===== config.mk =====
export PLATFORM = sky130hd
export DESIGN_NAME = gsg_ctrl
export DESIGN_NICKNAME = d
export VERILOG_FILES = /design/src/rtl/gsg_pkg.sv /design/src/rtl/gsg_ctrl.sv
export SDC_FILE = /design/constraint.sdc
export NUM_CORES = 1
export LEC_CHECK = 0
export ABC_AREA = 1
export BUFFER_PORTS_ARGS = -buffer_cell sky130_fd_sc_hd__buf_2
export CAP_MARGIN = 25
export CORE_AREA = 5 5 183 185
export CTS_BUF_LIST = sky130_fd_sc_hd__clkbuf_2
export DETAILED_ROUTE_END_ITERATION = 6
export DIE_AREA = 0 0 188 190
export MAX_ROUTING_LAYER = met4
export SETUP_SLACK_MARGIN = 0.3
export SLEW_MARGIN = 10
export SYNTH_ARGS = -nofsm -noshare
export SYNTH_HDL_FRONTEND = slang
export SYNTH_SLANG_ARGS = --single-unit

===== constraint.sdc =====
create_clock -name clk -period 26.5 [get_ports clk]
set_input_delay 3.975 -clock clk [delete_from_list [all_inputs] [get_ports clk]]
set_output_delay 3.975 -clock clk [all_outputs]
set_load 0.01 [all_outputs]

===== src/rtl/gsg_pkg.sv =====
// Shared types and constants for the Gray-Scott grid engine.
// No dependencies; imported by gsg_ctrl, gsg_datapath and the top level.
package gsg_pkg;

  localparam logic [1:0] REG_GRID_WIDTH  = 2'd0;
  localparam logic [1:0] REG_GRID_HEIGHT = 2'd1;
  localparam logic [1:0] REG_FEED_RATE   = 2'd2;
  localparam logic [1:0] REG_KILL_RATE   = 2'd3;

  localparam logic [7:0]  GRID_WIDTH_RST  = 8'd128;
  localparam logic [7:0]  GRID_HEIGHT_RST = 8'd128;
  localparam logic [15:0] FEED_RATE_RST   = 16'd3604;
  localparam logic [15:0] KILL_RATE_RST   = 16'd4063;

  typedef enum logic [1:0] {
    KIND_CLEAR = 2'd0,
    KIND_WRITE = 2'd1,
    KIND_READ  = 2'd2,
    KIND_RUN   = 2'd3
  } kind_t;

  typedef enum logic [1:0] {
    TAP_CENTER = 2'd0,
    TAP_EDGE   = 2'd1,
    TAP_DIAG   = 2'd2
  } tap_t;

  typedef struct packed {
    logic load_item;
    logic mem_rd;
    logic acc_en;
    tap_t tap;
    logic wr_clear;
    logic wr_cell;
    logic wr_new;
    logic calc_go;
    logic rsp_load;
    logic rsp_read;
    logic rsp_err;
  } gsg_cmd_t;

  typedef struct packed {
    logic calc_done;
    logic out_busy;
  } gsg_sts_t;

endpackage


===== src/rtl/gsg_ctrl.sv =====
// Controller: item sequencing, grid sweep counters, neighbor address
// generation and bank select. Uses gsg_pkg; drives gsg_datapath commands.
module gsg_ctrl #(
  parameter int MAX_WIDTH  = 128,
  parameter int MAX_HEIGHT = 128,
  parameter int IDX_W      = 14
) (
  input  logic                clk,
  input  logic                rst_n,
  input  logic                in_valid,
  output logic                in_ready,
  input  logic [1:0]          in_kind,
  input  logic [13:0]         in_cell_index,
  input  logic [15:0]         in_iteration_count,
  input  logic [7:0]          grid_width,
  input  logic [7:0]          grid_height,
  output gsg_pkg::gsg_cmd_t   cmd,
  input  gsg_pkg::gsg_sts_t   sts,
  output logic [IDX_W:0]      mem_addr
);
  import gsg_pkg::*;

  localparam int XW    = $clog2(MAX_WIDTH + 1);
  localparam int YW    = $clog2(MAX_HEIGHT + 1);
  localparam int AW    = XW + YW;
  localparam int CW    = (AW > 14) ? AW : 14;
  localparam int CELLS = MAX_WIDTH * MAX_HEIGHT;
  localparam logic [IDX_W-1:0] CNT_LAST  = IDX_W'(CELLS - 1);
  localparam logic [3:0]       STEP_LAST = 4'd8;

  typedef enum logic [9:0] {
    S_IDLE     = 10'b0000000001,
    S_CLEAR    = 10'b0000000010,
    S_WRITE    = 10'b0000000100,
    S_READ     = 10'b0000001000,
    S_RUN_RD   = 10'b0000010000,
    S_RUN_GAP  = 10'b0000100000,
    S_RUN_CALC = 10'b0001000000,
    S_RUN_WAIT = 10'b0010000000,
    S_RUN_WR   = 10'b0100000000,
    S_RESP     = 10'b1000000000
  } state_t;

  state_t            state_r, state_nxt;
  kind_t             kind_r, kind_nxt;
  logic [13:0]       cell_r, cell_nxt;
  logic              bad_r, bad_nxt;
  logic [15:0]       iter_r, iter_nxt;
  logic [XW-1:0]     x_r, x_nxt;
  logic [YW-1:0]     y_r, y_nxt;
  logic [3:0]        step_r, step_nxt;
  logic [IDX_W-1:0]  cnt_r, cnt_nxt;
  logic              bank_r, bank_nxt;

  logic [XW-1:0]     w, xm, xp, col_sel;
  logic [YW-1:0]     h, ym, yp, row_sel;
  logic [AW-1:0]     area;
  logic              in_bad;
  logic [IDX_W-1:0]  lin;
  tap_t              tap_sel;

  always_comb begin
    if (grid_width == 8'd0) w = XW'(1);
    else if (32'(grid_width) > MAX_WIDTH) w = XW'(MAX_WIDTH);
    else w = XW'(grid_width);
    if (grid_height == 8'd0) h = YW'(1);
    else if (32'(grid_height) > MAX_HEIGHT) h = YW'(MAX_HEIGHT);
    else h = YW'(grid_height);
  end

  assign area   = AW'(w) * AW'(h);
  assign in_bad = CW'(in_cell_index) >= CW'(area);

  assign xm = (x_r == '0) ? w - XW'(1) : x_r - XW'(1);
  assign xp = (x_r + XW'(1) < w) ? x_r + XW'(1) : '0;
  assign ym = (y_r == '0) ? h - YW'(1) : y_r - YW'(1);
  assign yp = (y_r + YW'(1) < h) ? y_r + YW'(1) : '0;

  always_comb begin
    row_sel = y_r;
    col_sel = x_r;
    tap_sel = TAP_DIAG;
    unique case (step_r)
      4'd0: tap_sel = TAP_CENTER;
      4'd1: begin row_sel = ym; tap_sel = TAP_EDGE; end
      4'd2: begin row_sel = yp; tap_sel = TAP_EDGE; end
      4'd3: begin col_sel = xm; tap_sel = TAP_EDGE; end
      4'd4: begin col_sel = xp; tap_sel = TAP_EDGE; end
      4'd5: begin row_sel = ym; col_sel = xm; end
      4'd6: begin row_sel = ym; col_sel = xp; end
      4'd7: begin row_sel = yp; col_sel = xm; end
      4'd8: begin row_sel = yp; col_sel = xp; end
      default: tap_sel = TAP_CENTER;
    endcase
  end

  assign lin = IDX_W'(AW'(row_sel) * AW'(w) + AW'(col_sel));

  always_comb begin
    state_nxt = state_r;
    kind_nxt  = kind_r;
    cell_nxt  = cell_r;
    bad_nxt   = bad_r;
    iter_nxt  = iter_r;
    x_nxt     = x_r;
    y_nxt     = y_r;
    step_nxt  = step_r;
    cnt_nxt   = cnt_r;
    bank_nxt  = bank_r;
    cmd       = '0;
    mem_addr  = '0;
    in_ready  = 1'b0;
    unique case (state_r)
      S_IDLE: begin
        in_ready = 1'b1;
        if (in_valid) begin
          cmd.load_item = 1'b1;
          kind_nxt = kind_t'(in_kind);
          cell_nxt = in_cell_index;
          bad_nxt  = in_bad;
          iter_nxt = in_iteration_count;
          x_nxt    = '0;
          y_nxt    = '0;
          step_nxt = '0;
          cnt_nxt  = '0;
          unique case (kind_t'(in_kind))
            KIND_CLEAR: state_nxt = S_CLEAR;
            KIND_WRITE: state_nxt = in_bad ? S_RESP : S_WRITE;
            KIND_READ:  state_nxt = in_bad ? S_RESP : S_READ;
            default:    state_nxt = (in_iteration_count == '0) ? S_RESP : S_RUN_RD;
          endcase
        end
      end
      S_CLEAR: begin
        cmd.wr_clear = 1'b1;
        mem_addr = {bank_r, cnt_r};
        if (cnt_r == CNT_LAST) state_nxt = S_RESP;
        else cnt_nxt = cnt_r + IDX_W'(1);
      end
      S_WRITE: begin
        cmd.wr_cell = 1'b1;
        mem_addr = {bank_r, IDX_W'(cell_r)};
        state_nxt = S_RESP;
      end
      S_READ: begin
        cmd.mem_rd = 1'b1;
        mem_addr = {bank_r, IDX_W'(cell_r)};
        state_nxt = S_RESP;
      end
      S_RUN_RD: begin
        cmd.mem_rd = 1'b1;
        cmd.acc_en = 1'b1;
        cmd.tap    = tap_sel;
        mem_addr   = {bank_r, lin};
        if (step_r == STEP_LAST) begin
          step_nxt  = '0;
          state_nxt = S_RUN_GAP;
        end else begin
          step_nxt = step_r + 4'd1;
        end
      end
      S_RUN_GAP: state_nxt = S_RUN_CALC;
      S_RUN_CALC: begin
        cmd.calc_go = 1'b1;
        state_nxt = S_RUN_WAIT;
      end
      S_RUN_WAIT: begin
        if (sts.calc_done) state_nxt = S_RUN_WR;
      end
      S_RUN_WR: begin
        cmd.wr_new = 1'b1;
        mem_addr = {~bank_r, lin};
        state_nxt = S_RUN_RD;
        if (x_r == w - XW'(1)) begin
          x_nxt = '0;
          if (y_r == h - YW'(1)) begin
            y_nxt    = '0;
            bank_nxt = ~bank_r;
            iter_nxt = iter_r - 16'd1;
            if (iter_r == 16'd1) state_nxt = S_RESP;
          end else begin
            y_nxt = y_r + YW'(1);
          end
        end else begin
          x_nxt = x_r + XW'(1);
        end
      end
      S_RESP: begin
        if (!sts.out_busy) begin
          cmd.rsp_load = 1'b1;
          cmd.rsp_read = (kind_r == KIND_READ) & ~bad_r;
          cmd.rsp_err  = bad_r & ((kind_r == KIND_READ) | (kind_r == KIND_WRITE));
          state_nxt = S_IDLE;
        end
      end
      default: state_nxt = S_IDLE;
    endcase
  end

  always_ff @(posedge clk) begin
    if (!rst_n) begin
      state_r <= S_IDLE;
      bank_r  <= 1'b0;
      iter_r  <= '0;
      x_r     <= '0;
      y_r     <= '0;
      step_r  <= '0;
      cnt_r   <= '0;
    end else begin
      state_r <= state_nxt;
      bank_r  <= bank_nxt;
      iter_r  <= iter_nxt;
      x_r     <= x_nxt;
      y_r     <= y_nxt;
      step_r  <= step_nxt;
      cnt_r   <= cnt_nxt;
    end
  end

  always_ff @(posedge clk) begin
    kind_r <= kind_nxt;
    cell_r <= cell_nxt;
    bad_r  <= bad_nxt;
  end

endmodule


* Yosys cells after proc, flatten, opt, wreduce, memory -nomap -nowiden *
Index checks and enable logic that the tools add are counted.

storage, ports and cells
  bits in registers = 78
  bits of input ports = 53
  output and inout bits = 28
  word-level logic and storage cells = 143

cells by class
  add/subtract/negate cells = 10
  equality and inequality tests = 34
  order comparisons = 5
  reduce and logical (&&, ||, !) cells = 25
  multiply operators = 2
  multiplexer cells = 52
  bitwise operators = 5

operators by type and width
  cell                   count
  $mux 10                11
  $mux 8                 12
  $pmux 10 s9            1
  $pmux 8 s2             4
  $pmux 15 s4            1
  $mux 16                3
  $logic_not 8->1        4
  $pmux 16 s2            1
  $sub 8x1->8 const B    4
  $pmux 10 s3            1
  $mux 14                2
  $pmux 14 s2            1
  $add 8x1->8 const B    2
  $eq 16x1->1 const B    1
  $eq 4x3->1 const B     4
  $eq 8x8->1             2
  $ge 14x16->1           1
  $gt 8x8->1 const B     2
  $logic_not 16->1       1
  $lt 8x8->1             2
  $mul 8x8->16           1
  $ne 2x2->1 const B     8
  $sub 16x1->16 const B  1
  $add 14x1->14 const B  1
  36 further kinds       62

* Depth between registers and ports, before layout *
  depth in word-level cells = 9
  depth in mapped cells = 40
  depth with buffers taken out = 38

* Worst setup path after synthesis *
OpenSTA, ideal clock, no wires.

  path type = input port to output port
  start = input grid_width[5]
  end = output mem_addr[12]
  stages on the path = 33
  setup slack = 12.539 ns
  path buffers = 0
  data arrival time = 9.986 ns
  data required time = 22.525 ns
  path through = nor2_1 > nand2_1 > o21ai_2 > inv_1 > nor2_1 > clkinv_1 > ha_1 > inv_1 > o21bai_1 > a21o_1 > a21oi_1 > o31ai_1 > nor3_1 > a211oi_1 > fa_1 > inv_1 > fa_1 > fa_1 > inv_1 > fa_1 > inv_1 > ha_1 > a21oi_1 > nand2_1 > a21oi_1 > nor2_1 > o21ai_0 > nand2_1 > a21oi_1 > o21bai_1 > or2_2 > nand3_1 > nand2_1

on the way
  longest elaborated chain between the ends = 8
  elaborated cells on any way between the ends = 12
  classes of those cells = add/sub: 2; mul: 1; order compare: 2; mux: 6; reduce/logical: 1

ends and longest elaborated chain
  item                                                  line             source
  start: declaration                                    gsg_ctrl.sv:15   input logic [7:0] grid_width,
  $gt 8x8->1                                            gsg_ctrl.sv:64   else if (32'(grid_width) > MAX_WIDTH) w = XW'(MAX_WIDTH);
  $mux 8                                                gsg_ctrl.sv:64
  $mux 8 (*)                                            gsg_ctrl.sv:63   if (grid_width == 8'd0) w = XW'(1);
  branches (longest 3 deep; another with $mul 8x8->14)  n/a
  $add 14x8->14 (*)                                     gsg_ctrl.sv:97   assign lin = IDX_W'(AW'(row_sel) * AW'(w) + AW'(col_sel));
  $pmux 15 s4 (*)                                       gsg_ctrl.sv:113  unique case (state_r)
  end: declaration                                      gsg_ctrl.sv:19   output logic [IDX_W:0] mem_addr

Every way passes the cells marked *.

* Worst setup path after layout *
Ends and elaborated chain as after synthesis.

==> impl_metrics.csv <==
group,metric,value,unit
logic_synthesis,synth.top_cells.by_area,"fa_1, ha_1, dfxtp_1, inv_1, nand2_1",
detailed_routing,drc_errors,0,
final_layout,synthToLayoutAreaGrowth,8.12,%
clock_network,htree_num_levels,3,
logic_synthesis,synth_ff_type,"dfxtp_1",
clock_network,ctsHoldBuffers,0,
timing,finalCritPeriodShare,58.0,%
clock_network,cts_resized,0,
clock_network,clock_path_buffers,2,
die,ioPinCount,81,
setup_path,cp_common_cell,"inv_1",
timing,hold_viol,0,
setup_path,path_buf_inv,9,
global_routing,grt-ovfl-total,0,
clock_network,tritoncts,"yes",
logic_synthesis,seq_area_frac_synth,15.9,%
clock_network,clock_latency,0.58,ns
logic_synthesis,ys_top_cells_by_count,"inv_1, nand2_1, nor2_1, ha_1, nand3_1",
logic_synthesis,synthesis.area,10900,um2
logic_synthesis,yosysWarnings,0,
pwr,p_leak,6.12,nW
logic_synthesis,synth.most_common_cell,"inv_1",
setup_path,crit_path_end_kind,"output port",
setup_path,path_delay_family,"adder cells",
die,rows,66,
clock_network,clk_pin_slew,0.20,ns
detailed_routing,viasPerCell,4.99,
die,fp.dieW,188,um
die,initial_core_util,34.3,%
logic_synthesis,syn_nets,1850,
global_routing,antenna_found_initial,2,
logic_synthesis,synth_cell_types,53,
global_routing,grt_max_degree,29,
setup_path,crit_type,"in -> out",
setup_path,reg2reg_from,"state_r[2]",
timing,tightest_slew,0.976,ns
setup_path,r2r-end,"y_r[2]",
detailed_routing,ant_nets,0,
detailed_routing,drt_iter0_drc,561,
setup_path,critical_path.startpoint,"grid_width[5]",
place,port-buffer-count,80,
setup_path,crit_path_top_delay_cell,"o31ai_1",
logic_synthesis,ys_seq_elements,78,
setup_path,path_max_fanout,10,
timing,finalCriticalPeriod,15.36,ns
logic_synthesis,synth.avg_cell_area,6.79,um2
place,gp_congestion,0.944,
pwr,ir_worst_vdd,0.0289,mV
setup_path,crit_required,22.52,ns
timing,maxSlewViolCount,0,
logic_synthesis,yosysTopAreaCell,"fa_1",
timing,slew_headroom,34.4,%
clock_network,cts_num_sinks,78,
timing,setup_tns,0,ns
timing,finalSetupViolCount,0,
setup_path,critPathArrivalTime,11.39,ns
job,drv_cap,0,
timing,fmax,65.1,MHz
global_routing,grtUsageTotal,19.2,%
global_routing,grt_pass1_vias,10400,
pwr,power,0.000669,W
setup_path,crit_cells,35,
die,die_y,190,um
final_layout,final_nets,1914,
die,dieArea,35700,um2
logic_synthesis,synth-edff-count,17,
detailed_routing,wire_per_inst,15.9,um
detailed_routing,drt_wl_total,33200,um
final_layout,layout-drive-gt1-share,9.48,%
pwr,p_per_area,56.7,nW/um2
global_routing,grt_pass1_wl,53900,um
outcome,status,"complete, no violations",
min_path,hold_path.class,"reg -> reg",
logic_synthesis,synth_top_area_share,14.5,%
logic_synthesis,async_reset_ff_share,0,%
die,core-area,31900,um2
timing,finClkSkew,0.0289,ns
clock_network,cts_setup_buffers,0,
clock_network,cts_buffers,9,
detailed_routing,firstDrtPassIters,5,
setup_path,slowest_delay,0.61,ns
place,hpwl,27800,um
timing,rsz0062_at_grt,"false",
setup_path,reg2reg_slack,23.60,ns
setup_path,reg2regPathDepth,13,
logic_synthesis,synthCells,1608,
setup_path,critical_path.endpoint,"mem_addr[12]",
clock_network,root_buffer,"clkbuf_2",
setup_path,startpoint_type,"input port",
detailed_routing,vias,10400,
## per-stage QoR
stage          hold WS [ns]  std cells  instance area [um2]  worst slack [ns]  utilization [%]
5_1_grt               0.558       2087                11800             10.41             37.1
6_report              0.520       2087                11800             11.14             37.1
2_1_floorplan         0.460       1608                10900             12.54                -
3_5_place_dp          0.501       2068                11700             11.21             36.7
3_3_place_gp          0.495       2068                11700             11.38             36.7
4_1_cts               0.526       2084                11800             11.20             37.0
## routing by layer
layer  part of all wire, %  vias up  global-route usage (%)
met5                     0        -                       -
met4                   1.7        0                    4.38
met3                   3.8       31                    2.31
met2                    50      215                    33.7
met1                    44     4928                    23.7
li1                      -     5244                       -
## flip-flops by register name (all words and copies together) (netlist names)
register and flops:
iter_r 16, cell_r 14, cnt_r 14, state_r 10, x_r 8, y_r 8
step_r 4, kind_r 2, bad_r 1, bank_r 1
## placed cells by master, fill, tap and decap left out, types with 12 or more instances in the layout
cell type	n
ha_1	110
o21ai_1	22
nor3_1	37
clkbuf_2	12
nand3_1	105
dfxtp_1	61
o21ai_0	43
xor2_1	43
edfxtp_1	17
nand4_1	27
buf_2	80
fa_1	79
nor2_1	217
inv_2	17
a21oi_1	60
nor4_1	15
inv_1	306
nand2_1	301
## report_power, final
group	internal [W]	switching [W]	total, W
logic	0.000139	0.000291	0.000431
registers	0.000147	0.0000241	0.000172
clock network	0.0000227	0.0000445	0.0000672
total	0.000309	0.000360	0.000669
## cells by family (layout without fill, tap and decap cells)
family          Yosys count  count (layout)  synth area share [%]
compound gates          181             181                  9.70
xor+xnor                 52              52                  4.17
fa+ha+maj               189             189                  27.1
buf+inv                 358             427                  12.9
flops                    78              78                  15.9
mux                       2               2                 0.183
other cells               0               2                     0
simple gates            748             748                  30.2
## area by class of cell
type                            count  area, um2
Multi-Input combinational cell   1172       7790
Timing Repair Buffer               84        428
Fill cell                        3500      20100
Inverter                          327       1230
Tap cell                          408        510
Sequential cell                    78       1730
Clock buffer                       11       55.1
Antenna cell                        2       5.00
Clock inverter                      5       60.1
## worst min-delay path by stage
stage | slack, ns | endpoint | cells after the start | startpoint
2_1_floorplan | 0.46 | cnt_r[10] | 2 | cnt_r[10]
3_3_place_gp | 0.49 | cnt_r[10] | 2 | cnt_r[10]
3_5_place_dp | 0.50 | cnt_r[10] | 2 | cnt_r[10]
4_1_cts | 0.53 | cnt_r[10] | 2 | cnt_r[10]
5_1_grt | 0.56 | cnt_r[10] | 2 | cnt_r[10]
6_report | 0.52 | cnt_r[10] | 2 | cnt_r[10]
## worst register-to-register path, stage by stage (launching register included)
cell and delay [ns]:
dfxtp_1 0.38, nor2_2 0.17, inv_2 0.08, nor2_1 0.15, inv_2 0.08, nor2_2 0.13
inv_2 0.07, nor3_4 0.43, inv_2 0.37, nor2_4 0.35, nor2_4 0.08, nand2_2 0.21
o21ai_1 0.19, nor2_1 0.17
No activity file was read; power rests on OpenSTA's default activity.
